## src/rtl/core/rff_pkg.sv

```systemverilog
// Types, widths and payload structs shared by the radial falloff force pipeline.
`timescale 1ns / 1ps
package rff_pkg;

  localparam int CoordW = 24;
  localparam int DiffW  = 25;
  localparam int ReachW = 23;
  localparam int StrW   = 16;
  localparam int SqW    = 2 * DiffW;
  localparam int SumW   = SqW + 1;
  localparam int LenW   = ReachW;
  localparam int RadW   = 2 * LenW;
  localparam int SdW    = StrW + ReachW;
  localparam int NumW   = LenW + SdW;
  localparam int DenW   = LenW + ReachW;
  localparam int QuoW   = StrW;

  typedef struct packed {
    logic                     func;
    logic signed [CoordW-1:0] particle_x;
    logic signed [CoordW-1:0] particle_y;
    logic signed [CoordW-1:0] centre_x;
    logic signed [CoordW-1:0] centre_y;
    logic        [ReachW-1:0] reach;
    logic signed [StrW-1:0]   strength;
  } rff_in_t;

  typedef struct packed {
    logic signed [CoordW-1:0] push_x;
    logic signed [CoordW-1:0] push_y;
    logic                     in_reach;
  } rff_out_t;

  // Data that rides alongside the square root.
  typedef struct packed {
    logic              func;
    logic              neg_dx;
    logic              neg_dy;
    logic              neg_s;
    logic              in_reach;
    logic [LenW-1:0]   mag_x;
    logic [LenW-1:0]   mag_y;
    logic [StrW-1:0]   mag_s;
    logic [ReachW-1:0] reach;
  } rff_side_t;

  // Data that rides alongside the divider.
  typedef struct packed {
    logic in_reach;
    logic neg_x;
    logic neg_y;
    logic zero;
  } rff_dside_t;

endpackage

```

## src/rtl/core/rff_isqrt.sv

```systemverilog
// Pipelined integer square root, one result bit per stage.
`timescale 1ns / 1ps
module rff_isqrt (
  input  logic                         clk_i,
  input  logic                         rst_ni,
  input  logic                         en_i,
  input  logic                         valid_i,
  input  logic [rff_pkg::RadW-1:0]     rad_i,
  input  rff_pkg::rff_side_t           side_i,
  output logic                         valid_o,
  output logic [rff_pkg::LenW-1:0]     root_o,
  output rff_pkg::rff_side_t           side_o
);

  localparam int Steps = rff_pkg::LenW;
  localparam int RadW  = rff_pkg::RadW;
  localparam int ResW  = RadW + 1;

  logic [RadW-1:0]    v_q   [Steps];
  logic [ResW-1:0]    res_q [Steps];
  rff_pkg::rff_side_t side_q [Steps];
  logic [Steps-1:0]   valid_q;

  logic [RadW-1:0]    v_d   [Steps];
  logic [ResW-1:0]    res_d [Steps];

  // Each stage tests one bit pair of the radicand against the partial root plus a fixed trial bit.
  always_comb begin
    logic [RadW-1:0] v_in;
    logic [ResW-1:0] res_in;
    logic [ResW-1:0] bit_val;
    logic [ResW-1:0] trial;
    for (int i = 0; i < Steps; i++) begin
      v_in    = (i == 0) ? rad_i : v_q[(i == 0) ? 0 : i - 1];
      res_in  = (i == 0) ? '0 : res_q[(i == 0) ? 0 : i - 1];
      bit_val = ResW'(1) << (2 * (Steps - 1 - i));
      trial   = res_in + bit_val;
      if ({1'b0, v_in} >= trial) begin
        v_d[i]   = v_in - trial[RadW-1:0];
        res_d[i] = (res_in >> 1) + bit_val;
      end else begin
        v_d[i]   = v_in;
        res_d[i] = res_in >> 1;
      end
    end
  end

  always_ff @(posedge clk_i or negedge rst_ni) begin
    if (!rst_ni) begin
      valid_q <= '0;
    end else if (en_i) begin
      valid_q <= {valid_q[Steps-2:0], valid_i};
    end
  end

  always_ff @(posedge clk_i) begin
    if (en_i) begin
      for (int i = 0; i < Steps; i++) begin
        v_q[i]    <= v_d[i];
        res_q[i]  <= res_d[i];
        side_q[i] <= (i == 0) ? side_i : side_q[(i == 0) ? 0 : i - 1];
      end
    end
  end

  assign valid_o = valid_q[Steps-1];
  assign root_o  = res_q[Steps-1][rff_pkg::LenW-1:0];
  assign side_o  = side_q[Steps-1];

endmodule

```

## config.mk

```make
export PLATFORM = sky130hd
export DESIGN_NAME = rff_isqrt
export DESIGN_NICKNAME = d
export VERILOG_FILES = /design/src/rtl/core/rff_pkg.sv /design/src/rtl/core/rff_isqrt.sv
export SDC_FILE = /design/constraint.sdc
export NUM_CORES = 2
export LEC_CHECK = 0
export BUFFER_PORTS_ARGS = -buffer_cell sky130_fd_sc_hd__buf_4
export CORE_ASPECT_RATIO = 0.7
export CORE_MARGIN = 5
export CORE_UTILIZATION = 30
export DETAILED_ROUTE_END_ITERATION = 10
export PLACE_DENSITY = 0.41
export RECOVER_POWER = 25
export SYNTH_ARGS = -nofsm -noshare
export SYNTH_HDL_FRONTEND = slang
export SYNTH_MEMORY_MAX_BITS = 65536
export SYNTH_SLANG_ARGS = --single-unit
```

## constraint.sdc

```tcl
create_clock -name clk_i -period 5.2 [get_ports clk_i]
set_input_delay 0.52 -clock clk_i [delete_from_list [all_inputs] [get_ports clk_i]]
set_output_delay 0.52 -clock clk_i [all_outputs]
set_load 0.01 [all_outputs]
```

# Yosys cells after proc, flatten, opt, wreduce, memory -nomap -nowiden
# Memory sizes are Yosys's and may differ from the RTL's.
# Index checks and enable logic that the tools add are counted.
[op_classes]
add_sub_neg = 67
n_lt_le_gt_ge = 23
mux = 48
[ops]
columns = ["op", "n"]
rows = [
  ["46-bit two-way mux", 23],
  ["46-bit by 47-bit >= comparator with 1-bit output", 22],
  ["47-bit two-way mux", 22],
  ["46-bit subtractor", 22],
  ["46-bit by 1-bit adder with 47-bit output, second input constant", 1],
  ["46-bit by 11-bit adder with 47-bit output, second input constant", 1],
  ["46-bit by 13-bit adder with 47-bit output, second input constant", 1],
  ["46-bit by 15-bit adder with 47-bit output, second input constant", 1],
  ["46-bit by 17-bit adder with 47-bit output, second input constant", 1],
  ["46-bit by 19-bit adder with 47-bit output, second input constant", 1],
  ["46-bit by 21-bit adder with 47-bit output, second input constant", 1],
  ["46-bit by 23-bit adder with 47-bit output, second input constant", 1],
  ["46-bit by 25-bit adder with 47-bit output, second input constant", 1],
  ["46-bit by 27-bit adder with 47-bit output, second input constant", 1],
  ["46-bit by 29-bit adder with 47-bit output, second input constant", 1],
  ["46-bit by 3-bit adder with 47-bit output, second input constant", 1],
  ["46-bit by 31-bit adder with 47-bit output, second input constant", 1],
  ["46-bit by 33-bit adder with 47-bit output, second input constant", 1],
  ["46-bit by 35-bit adder with 47-bit output, second input constant", 1],
  ["46-bit by 37-bit adder with 47-bit output, second input constant", 1],
  ["46-bit by 39-bit adder with 47-bit output, second input constant", 1],
  ["46-bit by 41-bit adder with 47-bit output, second input constant", 1],
  ["46-bit by 43-bit adder with 47-bit output, second input constant", 1],
  ["46-bit by 5-bit adder with 47-bit output, second input constant", 1],
  ["28 further kinds", 29],
]
[word_totals]
regBits = 23
ram_bits = 4209
inputBits = 140
output_inout_bits = 114
wordCells = 142
memories = 3
[memory_table]
columns = ["memory", "words", "width", "read_ports", "rd_clocked_by_memory_dff", "wr", "line", "text"]
rows = [
  ["side_q", 23, 90, 23, 0, 23, "rff_isqrt.sv:21", "rff_pkg::rff_side_t side_q [Steps];"],
  ["res_q", 23, 47, 23, 0, 23, "rff_isqrt.sv:20", "logic [ResW-1:0] res_q [Steps];"],
  ["v_q", 23, 46, 22, 0, 23, "rff_isqrt.sv:19", "logic [RadW-1:0] v_q [Steps];"],
]

# Logic depth before layout (Yosys ltp)
# An unclocked memory read counts as a cell.
[depth]
depth_word = 4
depth_mapped = 12
ltp_nobuf = 11

# Worst setup path before layout
# OpenSTA, ideal clock, no wires.
[synth_path]
path_type = "register to register"
start = "memory v_q[2][156] (netlist bit)"
end = "memory v_q[2][207] (netlist bit), data pin"
arrival_time_ps = 2789
slack_ps = 2149
stages_incl_launch_ff = 10
path_buffers = 2
synth_period_minus_slack_ps = 3051
cell_sequence = "edfxtp_1 -> ha_1 -> a21o_1 -> o21bai_1 -> a221oi_1 -> a2111oi_2 -> or4_1 -> buf_2 -> buf_2 -> mux2_1"
[synth_rtl]
columns = ["element", "line"]
rows = [
  ["start, declared", "rff_isqrt.sv:19"],
]

==> impl_metrics.prom <==
# TYPE chip_impl_metric gauge
chip_impl_metric{name="maxClockFrequency",unit="MHz"} 236
chip_impl_metric{name="worst_skew_late_latency",unit="ps"} 940
chip_impl_metric{name="ant_nets",unit=""} 0
chip_impl_metric{name="cts_resized",unit=""} 0
chip_impl_metric{name="critical_path_peak_fanout",unit=""} 99
chip_impl_metric{name="start_util",unit="%"} 30.1
chip_impl_metric{name="setup_tns",unit="ps"} 0
chip_impl_metric{name="vdd_ir_drop_max",unit="V"} 0.000280
chip_impl_metric{name="cts-htree-levels",unit=""} 5
chip_impl_metric{name="syn_inst",unit=""} 6991
chip_impl_metric{name="switching_share",unit="%"} 23.8
chip_impl_info{name="cts_root_buf",value="sky130_fd_sc_hd__clkbuf_16"} 1
chip_impl_metric{name="post-route-drc-count",unit=""} 0
chip_impl_info{name="cts_tree",value="yes"} 1
chip_impl_metric{name="syn_area_per_cell",unit="um^2"} 17.9
chip_impl_metric{name="num_rows",unit=""} 198
chip_impl_metric{name="multiplexer_share_of_the_synthesized_area",unit="%"} 0.777
chip_impl_info{name="synthTopCellsByArea",value="sky130_fd_sc_hd__edfxtp_1, sky130_fd_sc_hd__ha_1, sky130_fd_sc_hd__xnor2_1, sky130_fd_sc_hd__xor2_1, sky130_fd_sc_hd__a21oi_1"} 1
chip_impl_info{name="cp_top_family",value="buffers and inverters"} 1
chip_impl_metric{name="drive_gt1_share",unit="%"} 11.7
chip_impl_metric{name="r2r_setup_slack",unit="ps"} 980
chip_impl_metric{name="edff_count_synth",unit=""} 3358
chip_impl_metric{name="fraction_of_the_mapped_netlist_area_in_simple_logic_gates",unit="%"} 5.80
chip_impl_metric{name="min_period_over_period",unit="%"} 81.3
chip_impl_metric{name="reg2reg_depth",unit=""} 9
chip_impl_metric{name="buffers_plus_inverters_on_the_worst_setup_path",unit=""} 3
chip_impl_metric{name="nets",unit=""} 8088
chip_impl_metric{name="tightestPinTransition",unit="ps"} 4190
chip_impl_info{name="synth_ff_type",value="sky130_fd_sc_hd__edfxtp_1"} 1
chip_impl_metric{name="dpl_wire_length",unit="um"} 153000
chip_impl_metric{name="synth.lib_cells_used.distinct",unit=""} 96
chip_impl_metric{name="dpl_cell_area",unit="mm^2"} 0.134
chip_impl_metric{name="internal_power",unit="mW"} 48.9
chip_impl_metric{name="wl",unit="um"} 234000
chip_impl_metric{name="globalRouteOverflowTotal",unit=""} 0
chip_impl_metric{name="synth-async-reset-ratio",unit="%"} 0.680
chip_impl_metric{name="pwr-share-comb",unit="%"} 9.6
chip_impl_metric{name="grt_pass1_wl",unit="um"} 362000
chip_impl_metric{name="cts_inserted_buffers",unit=""} 346
chip_impl_metric{name="period_needed",unit="ps"} 4230
chip_impl_info{name="worst_r2r_endpoint",value="v_q[2][266]"} 1
chip_impl_metric{name="die_height",unit="um"} 550
chip_impl_metric{name="synth_nets",unit=""} 7426
chip_impl_info{name="critical_r2r_launch",value="v_q[2][207]"} 1
chip_impl_metric{name="post_synth_fa_ha_maj_area_fraction",unit="%"} 2.95
chip_impl_metric{name="switching_power",unit="mW"} 15.3
chip_impl_metric{name="floorplan.io_pins",unit=""} 254
chip_impl_metric{name="slew_violations",unit=""} 84
chip_impl_info{name="startpoint_type",value="primary input"} 1
chip_impl_metric{name="synth-compound-area-share",unit="%"} 4.58
chip_impl_metric{name="clock_power_share",unit="%"} 37.3
chip_impl_info{name="setup.worst_path.end_class",value="flip-flop"} 1
chip_impl_metric{name="drt_iter0_drc",unit=""} 5317
chip_impl_metric{name="ys_ff_latch",unit=""} 3381
chip_impl_metric{name="gp_congestion",unit=""} 0.851
chip_impl_metric{name="synth_seq_area_share",unit="%"} 81.0
chip_impl_metric{name="chipWidth",unit="um"} 782
chip_impl_metric{name="cts.path.max_buffers",unit=""} 4
chip_impl_metric{name="synth_top_area_share",unit="%"} 80.5
chip_impl_info{name="hp-start",value="rad_i[1]"} 1
chip_impl_metric{name="grt_antenna_before_repair",unit=""} 16
chip_impl_info{name="outcome",value="finished, violations left"} 1
chip_impl_info{name="synth_top_family_by_area",value="simple AND/OR/NAND/NOR gates"} 1
chip_impl_metric{name="drt-wirelength-per-cell",unit="um"} 17.4
chip_impl_metric{name="mappedNetlistArea",unit="mm^2"} 0.125
chip_impl_info{name="min_to",value="v_q[0][1]"} 1
chip_impl_info{name="synth_top_area_cell",value="sky130_fd_sc_hd__edfxtp_1"} 1
chip_impl_metric{name="global_route.usage.total",unit="%"} 10.6
chip_impl_info{name="hold_path_class",value="primary input to flip-flop"} 1
chip_impl_metric{name="layout-area-overhead-vs-synth",unit="%"} 16.8
chip_impl_metric{name="critical_path_required",unit="ps"} 5710
chip_impl_metric{name="hold_path_cells",unit=""} 2
chip_impl_metric{name="max-slew-margin-rel",unit="%"} -179
chip_impl_info{name="rsz_0062_raised_after_global_routing",value="false"} 1
chip_impl_metric{name="cts_num_sinks",unit=""} 3381
chip_impl_metric{name="number_of_vias_after_detailed_routing",unit=""} 59600
chip_impl_metric{name="clkSlewWorstSetupHoldPaths",unit="ps"} 60
chip_impl_metric{name="floorplan.core_area",unit="mm^2"} 0.416
chip_impl_metric{name="finish.instance_area",unit="mm^2"} 0.146
chip_impl_metric{name="maximum_number_of_pins_on_one_net_before_global_route_repair",unit=""} 181
chip_impl_metric{name="seqPwrFrac",unit="%"} 53.1
chip_impl_metric{name="cp_data_arrival_time",unit="ps"} 4740
chip_impl_metric{name="die_area",unit="mm^2"} 0.431
chip_impl_metric{name="fin_skew",unit="ps"} 59.5
chip_impl_info{name="most_used_standard_cell_by_instance_count_after_synthesis",value="sky130_fd_sc_hd__edfxtp_1"} 1
chip_impl_metric{name="cp_slowest_stage_delay",unit="ps"} 2660
chip_impl_info{name="synthTopCellsByCount",value="sky130_fd_sc_hd__edfxtp_1, sky130_fd_sc_hd__inv_1, sky130_fd_sc_hd__nor2_1, sky130_fd_sc_hd__ha_1, sky130_fd_sc_hd__a21oi_1"} 1
chip_impl_metric{name="power.density_cell_area",unit="mW/mm^2"} 439
chip_impl_metric{name="via_count_of_the_first_global_routing_pass",unit=""} 59500
chip_impl_info{name="path_class",value="primary input to flip-flop"} 1
chip_impl_info{name="failed_checks",value="max-capacitance violations, max-slew violations"} 1
chip_impl_metric{name="drtPass1Iterations",unit=""} 6
chip_impl_metric{name="yosys.area_share.xor_xnor",unit="%"} 2.97
chip_impl_metric{name="viasPerCell",unit=""} 4.44
chip_impl_info{name="crit_path_cell_trace",value="clkbuf_2, buf_4, buf_12"} 1
chip_impl_metric{name="io_buffers",unit=""} 253
chip_impl_metric{name="timing.final.setup_violations",unit=""} 0
chip_impl_info{name="slowest_stage",value="sky130_fd_sc_hd__clkbuf_2"} 1
chip_impl_metric{name="power.leakage",unit="nW"} 51.2
chip_impl_metric{name="cts_setup_buffers",unit=""} 0
chip_impl_metric{name="yosysWarnings",unit=""} 0
chip_impl_metric{name="hold_violations",unit=""} 0
chip_impl_metric{name="max_cap_viol_count",unit=""} 1
[per-layer routing]
metal  up-vias  routed length [um]  track usage (%)
met5         -                   7                0
met4         2                6080             3.12
met3       441               16200             2.52
met2      1389               91100             14.3
met1     29500              121000             16.7
li1      28300                   -                -
[power groups by stage]
stage	sequential (mW)	clock, mW	combinational, mW
global placement	34.6	0	5.91
floorplan	34.1	0	4.01
detailed placement	34.7	0	5.99
finish	34.1	23.9	6.14
global route	34.3	26.3	6.79
CTS	34.1	25.1	6.12
[how the worst max path moves through the flow]
stage,from,endpoint,cells after the start
global placement,v_q[2][207],v_q[2][275],8
detailed placement,v_q[2][207],v_q[2][237],8
floorplan,v_q[2][156],v_q[2][207],9
CTS,v_q[2][207],v_q[2][236],8
finish,en_i,side_q[0][408],3
global route,en_i,side_q[0][408],3
[layout by cell type (no fill, tap or decap), drive strengths merged, types with 58 or more instances in the layout]
cell type,synthesis,final
edfxtp,3358,3358
clkbuf,50,571
inv,367,375
nor2,322,322
ha,295,295
a21oi,281,281
nand2,248,248
o21ai,223,223
xnor2,216,216
xor2,209,209
buf,115,202
nor4,158,158
nor3,147,147
clkinv,0,146
dlygate4sd3,0,140
a21o,94,94
mux2,78,78
nand2b,67,67
nand3,67,67
nand4,66,66
or3,58,58
[timing repair]
action,in CTS,in global routing
hold endpoints to repair,161,0
endpoints found under the setup margin,0,0
hold buffers,140,0
[flip-flops by register name (all words and copies together), names as in the netlist]
| signal | cells |
|---|---|
| valid_q | 23 |
| v_q | 1012 |
| side_q | 2070 |
| res_q | 276 |
[layout make-up]
type,instances,area [um^2]
antenna,12,30.0
clock buffer,434,9110
clock inverter,182,1750
fill,39100,270000
inverter,367,1380
multi-input combinational,3078,21400
sequential,3381,101000
tap,5500,6880
timing repair buffer,479,4200
[through the flow]
step	power (mW)	worst slack, ps	hold WS, ps	utilization (%)	instances
global route	67.4	670	169	35.2	13400
global placement	40.6	963	400	32.2	12700
CTS	65.3	991	60.2	35.2	13400
finish	64.2	971	287	35.2	13400
detailed placement	40.7	1010	405	32.2	12700
floorplan	38.1	2150	224	-	6991
[kinds of logic (layout without fill, tap and decap cells)]
logic type,Yosys count,after routing
other cells,0,12
flops,3381,3381
fa+ha+maj,295,295
xor+xnor,425,425
mux,87,87
compound gates,906,906
buf+inv,532,1462
simple gates,1365,1365
No activity file was read; power rests on OpenSTA's default activity.
